`config.mk`:
```
export PLATFORM = sky130hd
export DESIGN_NAME = strobe_rate_controller_core_flat
export DESIGN_NICKNAME = d
export VERILOG_FILES = /design/src/rtl/src_pkg.sv /design/src/rtl/src_in_if.sv /design/src/rtl/src_out_if.sv /design/src/rtl/src_cfg_if.sv /design/src/rtl/src_divider.sv /design/src/rtl/strobe_rate_controller_core.sv /design/src/flat_wrapper.sv
export SDC_FILE = /design/constraint.sdc
export NUM_CORES = 1
export LEC_CHECK = 0
export ABC_CLOCK_PERIOD_IN_PS = 5160
export BUFFER_PORTS_ARGS = -buffer_cell sky130_fd_sc_hd__buf_2
export CAP_MARGIN = 10
export CORE_ASPECT_RATIO = 1.2
export CORE_MARGIN = 10
export CORE_UTILIZATION = 55
export CTS_CLUSTER_SIZE = 16
export DETAILED_ROUTE_END_ITERATION = 8
export PLACE_DENSITY = 0.75
export SETUP_SLACK_MARGIN = 0.3
export SYNTH_ARGS = -nofsm -noshare
export SYNTH_HDL_FRONTEND = slang
export SYNTH_HIERARCHICAL = 1
export SYNTH_SLANG_ARGS = --single-unit
export TNS_END_PERCENT = 10
```
`constraint.sdc`:
```
create_clock -name clk -period 5.16 [get_ports clk]
set_clock_uncertainty 0.15 [all_clocks]
set_input_delay 1.548 -clock clk [delete_from_list [all_inputs] [get_ports clk]]
set_output_delay 1.548 -clock clk [all_outputs]
set_load 0.01 [all_outputs]
```
`src/rtl/src_pkg.sv`:
```
// Package: shared widths, codes and constants for the strobe rate controller.
`timescale 1ns / 1ps
`default_nettype none

package src_pkg;

    localparam int SPEED_BITS   = 24;
    localparam int ON_TIME_BITS = 26;
    localparam int PHASE_BITS   = 30;
    localparam int CNT_BITS     = 20;
    localparam int RATIO_BITS   = 4;
    localparam int STEP_BITS    = 3;
    localparam int OP_BITS      = 2;
    localparam int CFG_IDX_BITS = 2;
    localparam int CFG_DATA_BITS = 20;
    localparam int STEP_VAL_BITS = 13;

    localparam logic [ON_TIME_BITS-1:0] MINUTE_US = ON_TIME_BITS'(60000000);
    localparam logic [SPEED_BITS-1:0]   SPEED_MAX = {SPEED_BITS{1'b1}};
    localparam logic [SPEED_BITS-1:0]   SPEED_FLOOR = SPEED_BITS'(10);
    localparam logic [SPEED_BITS-1:0]   SPEED_FORCED = SPEED_BITS'(1);
    localparam logic [PHASE_BITS-1:0]   PHASE_MAX = {PHASE_BITS{1'b1}};
    localparam logic [CNT_BITS-1:0]     CNT_MAX = {CNT_BITS{1'b1}};

    localparam logic [CNT_BITS-1:0]   HOLD_LIMIT_RST   = CNT_BITS'(60000);
    localparam logic [CNT_BITS-1:0]   LOCKOUT_RST      = CNT_BITS'(250000);
    localparam logic [RATIO_BITS-1:0] RATIO_RST        = RATIO_BITS'(9);
    localparam logic [STEP_BITS-1:0]  STEP_RST         = STEP_BITS'(3);
    localparam logic [STEP_BITS-1:0]  STEP_FIRST       = STEP_BITS'(1);
    localparam logic [STEP_BITS-1:0]  STEP_LAST        = STEP_BITS'(5);

    localparam logic [OP_BITS-1:0] OP_TICK    = 2'd0;
    localparam logic [OP_BITS-1:0] OP_ENCODER = 2'd1;
    localparam logic [OP_BITS-1:0] OP_BUTTON  = 2'd2;

    localparam logic [CFG_IDX_BITS-1:0] CFG_HOLD_LIMIT = 2'd0;
    localparam logic [CFG_IDX_BITS-1:0] CFG_LOCKOUT    = 2'd1;
    localparam logic [CFG_IDX_BITS-1:0] CFG_RATIO      = 2'd2;

    // step size for a step index; index wraps modulo five after subtracting one
    function automatic logic [STEP_VAL_BITS-1:0] step_size(input logic [STEP_BITS-1:0] idx);
        logic [STEP_VAL_BITS-1:0] val;
        unique case (idx)
            3'd1, 3'd6: val = STEP_VAL_BITS'(1);
            3'd2, 3'd7: val = STEP_VAL_BITS'(5);
            3'd3:       val = STEP_VAL_BITS'(50);
            3'd4:       val = STEP_VAL_BITS'(500);
            default:    val = STEP_VAL_BITS'(5000);
        endcase
        return val;
    endfunction

endpackage

`default_nettype wire

```
`src/rtl/src_in_if.sv`:
```
// Interface: input item channel.
`timescale 1ns / 1ps
`default_nettype none

interface src_in_if
    import src_pkg::*;
    ();
    logic               valid;
    logic               ready;
    logic [OP_BITS-1:0] operation;
    logic               encoder_a;
    logic               encoder_b;
    logic               button_level;

    modport source (output valid, operation, encoder_a, encoder_b, button_level,
                    input ready);
    modport sink   (input valid, operation, encoder_a, encoder_b, button_level,
                    output ready);
endinterface

`default_nettype wire

```
`src/rtl/src_out_if.sv`:
```
// Interface: result item channel.
`timescale 1ns / 1ps
`default_nettype none

interface src_out_if
    import src_pkg::*;
    ();
    logic                    valid;
    logic                    ready;
    logic                    led_on;
    logic [SPEED_BITS-1:0]   speed_value;
    logic [STEP_BITS-1:0]    step_select;
    logic [ON_TIME_BITS-1:0] on_time_us;
    logic                    press_event;

    modport source (output valid, led_on, speed_value, step_select, on_time_us,
                    press_event, input ready);
    modport sink   (input valid, led_on, speed_value, step_select, on_time_us,
                    press_event, output ready);
endinterface

`default_nettype wire

```
`src/rtl/src_cfg_if.sv`:
```
// Interface: configuration write channel.
`timescale 1ns / 1ps
`default_nettype none

interface src_cfg_if
    import src_pkg::*;
    ();
    logic                     valid;
    logic                     ready;
    logic [CFG_IDX_BITS-1:0]  index;
    logic [CFG_DATA_BITS-1:0] data;

    modport source (output valid, index, data, input ready);
    modport sink   (input valid, index, data, output ready);
endinterface

`default_nettype wire

```
`src/rtl/src_divider.sv`:
```
// Restoring divider: one quotient bit per cycle of the minute constant by the speed.
`timescale 1ns / 1ps
`default_nettype none

module src_divider
    import src_pkg::*;
(
    input  wire logic                    clk,
    input  wire logic                    rst_n,
    input  wire logic                    start,
    input  wire logic [SPEED_BITS-1:0]   divisor,
    output logic                         done,
    output logic [ON_TIME_BITS-1:0]      quotient
);

    localparam int CNT_W = $clog2(ON_TIME_BITS);

    logic                    busy_reg;
    logic                    done_reg;
    logic [CNT_W-1:0]        cnt_reg;
    logic [SPEED_BITS-1:0]   rem_reg;
    logic [SPEED_BITS-1:0]   div_reg;
    logic [ON_TIME_BITS-1:0] quot_reg;

    logic [SPEED_BITS:0]     trial;
    logic [SPEED_BITS:0]     diff;
    logic                    fits;

    always_comb
    begin
        trial = {rem_reg, MINUTE_US[cnt_reg]};
        diff  = trial - {1'b0, div_reg};
        fits  = trial >= {1'b0, div_reg};
    end

    always_ff @(posedge clk or negedge rst_n)
    begin
        if (!rst_n)
        begin
            busy_reg <= 1'b0;
            done_reg <= 1'b0;
            cnt_reg  <= '0;
            rem_reg  <= '0;
            div_reg  <= '0;
            quot_reg <= '0;
        end
        else
        begin
            done_reg <= 1'b0;
            if (start)
            begin
                busy_reg <= 1'b1;
                cnt_reg  <= CNT_W'(ON_TIME_BITS - 1);
                rem_reg  <= '0;
                div_reg  <= divisor;
            end
            else if (busy_reg)
            begin
                rem_reg  <= fits ? diff[SPEED_BITS-1:0] : trial[SPEED_BITS-1:0];
                quot_reg <= {quot_reg[ON_TIME_BITS-2:0], fits};
                if (cnt_reg == '0)
                begin
                    busy_reg <= 1'b0;
                    done_reg <= 1'b1;
                end
                else
                begin
                    cnt_reg <= cnt_reg - 1'b1;
                end
            end
        end
    end

    assign done     = done_reg;
    assign quotient = quot_reg;

endmodule

`default_nettype wire

```
`src/rtl/strobe_rate_controller_core.sv`:
```
// Top level: strobe timing controller with sequencer and one divider.
//
//   channel  | dir  | handshake     | word
//   ---------+------+---------------+---------------------------------------------
//   item     | in   | valid/ready   | operation, encoder_a, encoder_b, button_level
//   result   | out  | valid/ready   | led_on, speed_value, step_select, on_time_us,
//            |      |               | press_event
//   cfg      | in   | valid/ready   | index, data (always ready)
//
// Tick steps: multiply, compare, deliver. Button sample and idle code go straight to deliver.
// Encoder edge: waits in the divide state for the 26-step divider, then delivers.
// A finished result waits in the output register while the next word is taken.
// Reset restores the power-up state of all counters and registers; no clearing pass.
`timescale 1ns / 1ps
`default_nettype none

module strobe_rate_controller_core
    import src_pkg::*;
(
    input  wire logic clk,
    input  wire logic rst_n,
    src_in_if.sink    item,
    src_out_if.source result,
    src_cfg_if.sink   cfg
);

    typedef enum logic [1:0] {
        S_IDLE,
        S_TICK,
        S_DIV,
        S_DONE
    } state_t;

    state_t                  state_reg, state_next;
    logic [SPEED_BITS-1:0]   speed_reg, speed_next;
    logic [STEP_BITS-1:0]    step_reg, step_next;
    logic [ON_TIME_BITS-1:0] on_time_reg, on_time_next;
    logic                    led_reg, led_next;
    logic [PHASE_BITS-1:0]   phase_reg, phase_next;
    logic [CNT_BITS-1:0]     hold_reg, hold_next;
    logic [CNT_BITS-1:0]     lockout_reg, lockout_next;
    logic [PHASE_BITS-1:0]   off_len_reg, off_len_next;
    logic                    press_reg, press_next;
    logic [CNT_BITS-1:0]     hold_limit_reg;
    logic [CNT_BITS-1:0]     lockout_limit_reg;
    logic [RATIO_BITS-1:0]   ratio_reg;
    logic                    out_valid_reg, out_valid_next;
    logic                    out_led_reg, out_led_next;
    logic [SPEED_BITS-1:0]   out_speed_reg, out_speed_next;
    logic [STEP_BITS-1:0]    out_step_reg, out_step_next;
    logic [ON_TIME_BITS-1:0] out_on_reg, out_on_next;
    logic                    out_press_reg, out_press_next;

    logic                       accept;
    logic                       div_start;
    logic                       div_done;
    logic [ON_TIME_BITS-1:0]    div_quot;
    logic [STEP_VAL_BITS-1:0]   step_val;
    logic signed [SPEED_BITS+1:0] sum;
    logic [CNT_BITS-1:0]        hold_inc;

    assign item.ready = (state_reg == S_IDLE);
    assign accept     = item.valid && item.ready;
    assign cfg.ready  = 1'b1;

    always_comb
    begin
        state_next     = state_reg;
        speed_next     = speed_reg;
        step_next      = step_reg;
        on_time_next   = on_time_reg;
        led_next       = led_reg;
        phase_next     = phase_reg;
        hold_next      = hold_reg;
        lockout_next   = lockout_reg;
        off_len_next   = off_len_reg;
        press_next     = press_reg;
        out_valid_next = out_valid_reg && !result.ready;
        out_led_next   = out_led_reg;
        out_speed_next = out_speed_reg;
        out_step_next  = out_step_reg;
        out_on_next    = out_on_reg;
        out_press_next = out_press_reg;
        div_start      = 1'b0;

        step_val = step_size(step_reg);
        if (item.encoder_a ^ item.encoder_b)
            sum = $signed({2'b00, speed_reg}) + $signed((SPEED_BITS+2)'(step_val));
        else
            sum = $signed({2'b00, speed_reg}) - $signed((SPEED_BITS+2)'(step_val));
        hold_inc = (!item.button_level && hold_reg < CNT_MAX) ? hold_reg + 1'b1 : hold_reg;

        unique case (state_reg)
            S_IDLE:
            begin
                if (accept)
                begin
                    press_next = 1'b0;
                    state_next = S_DONE;
                    if (item.operation == OP_TICK)
                    begin
                        if (lockout_reg < CNT_MAX)
                            lockout_next = lockout_reg + 1'b1;
                        if (phase_reg < PHASE_MAX)
                            phase_next = phase_reg + 1'b1;
                        off_len_next = PHASE_BITS'(ratio_reg) * PHASE_BITS'(on_time_reg);
                        state_next   = S_TICK;
                    end
                    else if (item.operation == OP_ENCODER)
                    begin
                        priority if (sum <= $signed((SPEED_BITS+2)'(1)))
                            speed_next = SPEED_FLOOR;
                        else if (sum > $signed({2'b00, SPEED_MAX}))
                            speed_next = SPEED_MAX;
                        else
                            speed_next = sum[SPEED_BITS-1:0];
                        div_start  = 1'b1;
                        state_next = S_DIV;
                    end
                    else if (item.operation == OP_BUTTON)
                    begin
                        hold_next = hold_inc;
                        priority if (hold_inc >= hold_limit_reg)
                        begin
                            speed_next = SPEED_FORCED;
                            hold_next  = '0;
                        end
                        else if (hold_inc != '0 && item.button_level)
                        begin
                            press_next = 1'b1;
                            hold_next  = '0;
                            if (lockout_reg >= lockout_limit_reg)
                            begin
                                step_next    = (step_reg == STEP_LAST) ? STEP_FIRST
                                                                       : step_reg + 1'b1;
                                lockout_next = '0;
                            end
                        end
                        else
                        begin
                            press_next = 1'b0;
                        end
                    end
                end
            end
            S_TICK:
            begin
                if (!led_reg)
                begin
                    if (phase_reg >= off_len_reg)
                    begin
                        led_next   = 1'b1;
                        phase_next = '0;
                    end
                end
                else if (phase_reg >= PHASE_BITS'(on_time_reg))
                begin
                    led_next   = 1'b0;
                    phase_next = '0;
                end
                state_next = S_DONE;
            end
            S_DIV:
            begin
                if (div_done)
                begin
                    on_time_next = div_quot;
                    state_next   = S_DONE;
                end
            end
            S_DONE:
            begin
                if (!out_valid_reg || result.ready)
                begin
                    out_valid_next = 1'b1;
                    out_led_next   = led_reg;
                    out_speed_next = speed_reg;
                    out_step_next  = step_reg;
                    out_on_next    = on_time_reg;
                    out_press_next = press_reg;
                    state_next     = S_IDLE;
                end
            end
            default:
            begin
                state_next = S_IDLE;
            end
        endcase
    end

    always_ff @(posedge clk or negedge rst_n)
    begin
        if (!rst_n)
        begin
            state_reg         <= S_IDLE;
            speed_reg         <= '0;
            step_reg          <= STEP_RST;
            on_time_reg       <= '0;
            led_reg           <= 1'b0;
            phase_reg         <= '0;
            hold_reg          <= '0;
            lockout_reg       <= '0;
            off_len_reg       <= '0;
            press_reg         <= 1'b0;
            hold_limit_reg    <= HOLD_LIMIT_RST;
            lockout_limit_reg <= LOCKOUT_RST;
            ratio_reg         <= RATIO_RST;
            out_valid_reg     <= 1'b0;
            out_led_reg       <= 1'b0;
            out_speed_reg     <= '0;
            out_step_reg      <= '0;
            out_on_reg        <= '0;
            out_press_reg     <= 1'b0;
        end
        else
        begin
            state_reg     <= state_next;
            speed_reg     <= speed_next;
            step_reg      <= step_next;
            on_time_reg   <= on_time_next;
            led_reg       <= led_next;
            phase_reg     <= phase_next;
            hold_reg      <= hold_next;
            lockout_reg   <= lockout_next;
            off_len_reg   <= off_len_next;
            press_reg     <= press_next;
            out_valid_reg <= out_valid_next;
            out_led_reg   <= out_led_next;
            out_speed_reg <= out_speed_next;
            out_step_reg  <= out_step_next;
            out_on_reg    <= out_on_next;
            out_press_reg <= out_press_next;
            if (cfg.valid && cfg.ready)
            begin
                unique case (cfg.index)
                    CFG_HOLD_LIMIT: hold_limit_reg    <= cfg.data[CNT_BITS-1:0];
                    CFG_LOCKOUT:    lockout_limit_reg <= cfg.data[CNT_BITS-1:0];
                    CFG_RATIO:      ratio_reg         <= cfg.data[RATIO_BITS-1:0];
                    default:        ;
                endcase
            end
        end
    end

    src_divider u_divider (
        .clk      (clk),
        .rst_n    (rst_n),
        .start    (div_start),
        .divisor  (speed_next),
        .done     (div_done),
        .quotient (div_quot)
    );

    assign result.valid       = out_valid_reg;
    assign result.led_on      = out_led_reg;
    assign result.speed_value = out_speed_reg;
    assign result.step_select = out_step_reg;
    assign result.on_time_us  = out_on_reg;
    assign result.press_event = out_press_reg;

`ifndef NO_ASSERTIONS
    a_div_done_in_div: assert property (@(posedge clk) disable iff (!rst_n)
        div_done |-> state_reg == S_DIV)
        else $error("divider finished outside divide state");

    a_enc_enters_div: assert property (@(posedge clk) disable iff (!rst_n)
        (accept && item.operation == OP_ENCODER) |=> state_reg == S_DIV)
        else $error("encoder word did not start the divider");

    a_divisor_nonzero: assert property (@(posedge clk) disable iff (!rst_n)
        state_reg == S_DIV |-> speed_reg != '0)
        else $error("divide by zero speed");

    a_step_range: assert property (@(posedge clk) disable iff (!rst_n)
        step_reg >= STEP_FIRST && step_reg <= STEP_LAST)
        else $error("step index out of range");

    a_out_hold: assert property (@(posedge clk) disable iff (!rst_n)
        (state_reg == S_DONE && out_valid_reg && !result.ready) |=> state_reg == S_DONE)
        else $error("result dropped while output stalled");
`endif

endmodule

`default_nettype wire

```
`src/flat_wrapper.sv`:
```
// flat-port wrapper written by rule: the top's interface ports become plain ports
module strobe_rate_controller_core_flat import src_pkg::*;
  (clk, rst_n, item_valid, item_operation, item_encoder_a, item_encoder_b, item_button_level, item_ready, result_valid, result_led_on, result_speed_value, result_step_select, result_on_time_us, result_press_event, result_ready, cfg_valid, cfg_index, cfg_data, cfg_ready);
  src_in_if item_i ();
  src_out_if result_i ();
  src_cfg_if cfg_i ();
  input  wire logic clk;
  input  wire logic rst_n;
  input wire logic [$bits(item_i.valid)-1:0] item_valid;
  input wire logic [$bits(item_i.operation)-1:0] item_operation;
  input wire logic [$bits(item_i.encoder_a)-1:0] item_encoder_a;
  input wire logic [$bits(item_i.encoder_b)-1:0] item_encoder_b;
  input wire logic [$bits(item_i.button_level)-1:0] item_button_level;
  output wire logic [$bits(item_i.ready)-1:0] item_ready;
  output wire logic [$bits(result_i.valid)-1:0] result_valid;
  output wire logic [$bits(result_i.led_on)-1:0] result_led_on;
  output wire logic [$bits(result_i.speed_value)-1:0] result_speed_value;
  output wire logic [$bits(result_i.step_select)-1:0] result_step_select;
  output wire logic [$bits(result_i.on_time_us)-1:0] result_on_time_us;
  output wire logic [$bits(result_i.press_event)-1:0] result_press_event;
  input wire logic [$bits(result_i.ready)-1:0] result_ready;
  input wire logic [$bits(cfg_i.valid)-1:0] cfg_valid;
  input wire logic [$bits(cfg_i.index)-1:0] cfg_index;
  input wire logic [$bits(cfg_i.data)-1:0] cfg_data;
  output wire logic [$bits(cfg_i.ready)-1:0] cfg_ready;
  assign item_i.valid = item_valid;
  assign item_i.operation = item_operation;
  assign item_i.encoder_a = item_encoder_a;
  assign item_i.encoder_b = item_encoder_b;
  assign item_i.button_level = item_button_level;
  assign item_ready = item_i.ready;
  assign result_valid = result_i.valid;
  assign result_led_on = result_i.led_on;
  assign result_speed_value = result_i.speed_value;
  assign result_step_select = result_i.step_select;
  assign result_on_time_us = result_i.on_time_us;
  assign result_press_event = result_i.press_event;
  assign result_i.ready = result_ready;
  assign cfg_i.valid = cfg_valid;
  assign cfg_i.index = cfg_index;
  assign cfg_i.data = cfg_data;
  assign cfg_ready = cfg_i.ready;
  strobe_rate_controller_core u_core (.clk(clk), .rst_n(rst_n), .item(item_i), .result(result_i), .cfg(cfg_i));
endmodule
```
==> impl_metrics.py <==
metrics = {
    "run_status": {
        "status": "finished, final reports clean",
    },
    "floorplanning": {
        "core_area_um2": 42100,
        "fp.dieArea_um2": 51500,
        "die_x_um": 209,
        "row_count": 82,
        "io_pins": 90,
        "dieHeight_um": 247,
        "start_util_pct": 55.9,
    },
    "routing": {
        "routed_wl_um": 60900,
        "drt_iter0_drc": 1193,
        "via_count": 19700,
        "postRouteAntennaNets": 0,
        "drc": 0,
        "drt_first_pass_iters": 7,
        "wl_per_cell_um": 18.3,
        "vias_per_cell": 5.90,
    },
    "setup_path": {
        "start_kind": "register",
        "rrSetupSlack_ns": 0.36,
        "endpoint_kind": "register",
        "r2r_start": "u_core/step_reg[0]",
        "cp_data_required_time_ns": 5.46,
        "critPathMaxFanout": 7,
        "regToRegEndpoint": "u_core/u_divider/div_reg[0]",
        "crit_arrival_ns": 5.09,
        "critPathKind": "register to register",
        "worst-r2r-cell-count": 18,
    },
    "clock_tree": {
        "clk_pin_slew_worst_paths_ns": 0.06,
        "cts-root-buf": "clkbuf_16",
        "cts_buffers": 37,
        "clock-sinks": 338,
        "hold_buffers": 0,
        "clock_latency_ns": 0.57,
        "cts_tree": "built",
        "cts_max_path_buffers": 3,
        "h-tree-depth": 2,
    },
    "sta": {
        "fin_crit_ns": 4.80,
        "worst_pin_slew_ns": 1.12,
        "fmax_mhz": 209,
        "setup_viol": 0,
        "setup_tns_ns": 0,
        "hold_ws_ns": 0.322,
        "rsz0062_at_grt": "yes",
        "fin_crit_sh_pct": 92.9,
        "slew_headroom_pct": 25.2,
        "layout_setup_ws_ns": 0.364,
        "drv_slew": 0,
        "final-hold-violation-count": 0,
    },
    "cells_and_area": {
        "regArea_um2": 8480,
        "multi_input_area_um2": 14100,
        "postLayoutCellArea_um2": 26900,
        "nets": 3033,
        "fill_cells": 3485,
        "drive_above_1_share_pct": 17.9,
        "area_growth_pct": 14.4,
    },
    "placement": {
        "dp_slack_ns": -0.215,
        "placed_area_um2": 25100,
        "routabilityCongestion": 0.952,
        "io_buffers": 88,
        "dp_hpwl_um": 45700,
    },
    "power_and_ir_drop": {
        "peakVddDrop_uv": 410,
        "powerDensity_nw_per_um2": 508,
        "power_frac_clock_pct": 20.5,
        "power_frac_seq_pct": 30.2,
        "switching_share_pct": 42.2,
        "p_leak_nw": 12.9,
        "intPower_mw": 7.89,
        "power_frac_comb_pct": 49.3,
        "switchingPower_mw": 5.76,
    },
    "synth": {
        "synth_fp_nets": 2896,
        "ys_warn_count": 6,
        "synthArstFlopShare_pct": 100,
        "synth_top_cell_area_share_pct": 34.0,
        "ys_types": 103,
        "synth_area_leaders": "dfrtp_1, ha_1, nand2_1",
        "yosysTopAreaCell": "dfrtp_1",
        "synth_seq_cells": 338,
        "synth_seq_area_share_pct": 36.1,
        "postSynthAreaPerCell_um2": 8.97,
        "synthesis.instances": 2623,
        "synth_flop_cell": "dfrtp_1",
        "syn_area_um2": 23500,
        "synth-edff-count": 0,
    },
    "worst_hold_path": {
        "min_to": "u_core/off_len_reg[0]",
        "min_from": "u_core/off_len_reg[0]",
        "hold_class": "register to register",
        "hold_path_depth": 2,
    },
    "global_route": {
        "grt-ovfl-total": 0,
        "track_usage_pct": 23.0,
        "grt_antenna_before_repair": 1,
        "grt_pass1_vias": 19800,
        "grt_first_pass_wirelength_um": 98800,
        "grt_max_degree": 96,
    },
    "job": {
        "cap_violations": 0,
    },
}
-- repair_timing --
item,CTS,global route
buffers inserted,5,14
endpoints found under the setup margin,50,69
gates resized for setup,18,63
pin swaps,7,33
gates cloned,0,0
-- through the flow --
| step | power (mW) | cells | utilization [%] |
|---|---|---|---|
| floorplan | 8.83 | 2623 | - |
| global placement | 10.4 | 3248 | 59.6 |
| detailed placement | 10.6 | 3248 | 59.6 |
| CTS | 13.6 | 3320 | 63.0 |
| global route | 14.7 | 3335 | 63.9 |
| finish | 13.7 | 3335 | 63.9 |
-- power by group through the flow --
stage | combinational, mW | sequential [mW] | clock, mW
3_5_place_dp | 6.47 | 4.16 | 0
2_1_floorplan | 4.90 | 3.93 | 0
4_1_cts | 6.58 | 4.11 | 2.86
3_3_place_gp | 6.26 | 4.12 | 0
5_1_grt | 7.48 | 4.23 | 2.96
6_report | 6.72 | 4.13 | 2.80
-- metal layers --
metal  routed length (um)  global-route usage, %
met2                31200                   41.4
met5                    0                      0
met4                 2380                   9.76
met3                 2680                   3.59
met1                24600                   26.5
-- layout by cell type, fill, tap and decap left out, drive strengths merged, types with 8 or more instances in the layout --
cell     netlist  routed
and3          30      30
xor2          52      52
nor2b         31      31
nand3         59      59
and2          53      53
mux2          82      82
a21o          56      56
clkbuf        91      48
nand4         49      49
a21oi        125     125
inv          218     222
nor4          15      15
or3           42      42
fa            51      51
buf           31     220
clkinv         0       9
a31oi         12      12
or4           15      15
o41ai          8       8
a211oi        30      30
dfstp         18      18
o21ai        219     219
a311oi         9       9
and4          14      14
o32ai         11      11
nor2         140     140
o21a          30      30
nand2b        23      23
o211ai        11      11
a2111oi        8       8
xnor2         36      36
mux2i         14      14
ha           190     190
nand2        369     369
o22ai         12      12
dfrtp        320     320
nor3          32      32
o31ai         23      23
-- worst max path at each step --
stage,from,endpoint,slack (ns),depth (start not counted)
CTS,u_core/step_reg[0],u_core/u_divider/div_reg[2],0.28,19
global route,u_core/ratio_reg[3],u_core/off_len_reg[29],0.21,17
detailed placement,item_encoder_b,u_core/u_divider/div_reg[0],-0.21,13
finish,u_core/step_reg[0],u_core/u_divider/div_reg[0],0.36,18
floorplan,u_core/ratio_reg[3],u_core/off_len_reg[29],0.30,18
global placement,item_encoder_b,u_core/u_divider/div_reg[0],-0.14,13
-- kinds of logic after synthesis --
| family | count (synthesis) | synth area share (%) |
|---|---|---|
| fa+ha+maj | 241 | 14.4 |
| xor+xnor | 88 | 3.28 |
| mux | 96 | 4.54 |
| simple gates | 903 | 18.9 |
| other cells | 1 | 0.0159 |
| flops | 338 | 36.1 |
| buf+inv | 340 | 5.77 |
| compound gates | 616 | 16.9 |
-- final cells by class --
class                   instances  share of cell area [%]
diodes                          1                 0.00930
clock buffers                  48                    4.01
clock inverters                19                   0.754
inverters                     218                    3.04
multi-input cells            1945                    52.5
flip-flops and latches        338                    31.5
well taps                     546                    2.54
repair buffers                220                    5.63
-- Yosys cell counts (13+ instances only) --
cell / count
o21a_1: 30
buf_2: 16
inv_1: 217
nor2b_1: 31
a21oi_1: 123
nor2_1: 138
clkbuf_1: 91
dfstp_2: 18
fa_1: 51
o21ai_0: 212
a21o_1: 56
xor2_1: 52
or4_1: 14
mux2_2: 80
xnor2_1: 36
and2_1: 51
and3_1: 29
o31ai_1: 21
mux2i_1: 14
nand2b_1: 23
nor3_1: 31
dfrtp_1: 320
a211oi_1: 28
or3_1: 41
and4_1: 13
nand2_1: 364
nor4_1: 14
ha_1: 190
nand4_1: 46
nand3_1: 59
-- critical path: stages (launching register included) --
cell      delay [ns]
dfstp_2         0.58
nor2b_4         0.17
xnor2_2         0.14
inv_2           0.09
ha_4            0.17
fa_2            0.34
nand3b_1        0.20
a211oi_2        0.32
o31a_1          0.29
buf_6           0.14
o31ai_4         0.09
a211o_1         0.34
a211oi_2        0.26
nand4_1         0.13
or4_4           0.61
nand2_4         0.11
o22ai_1         0.09
and2_1          0.19
mux2_4          0.26
(Power assumes the default switching activity.)
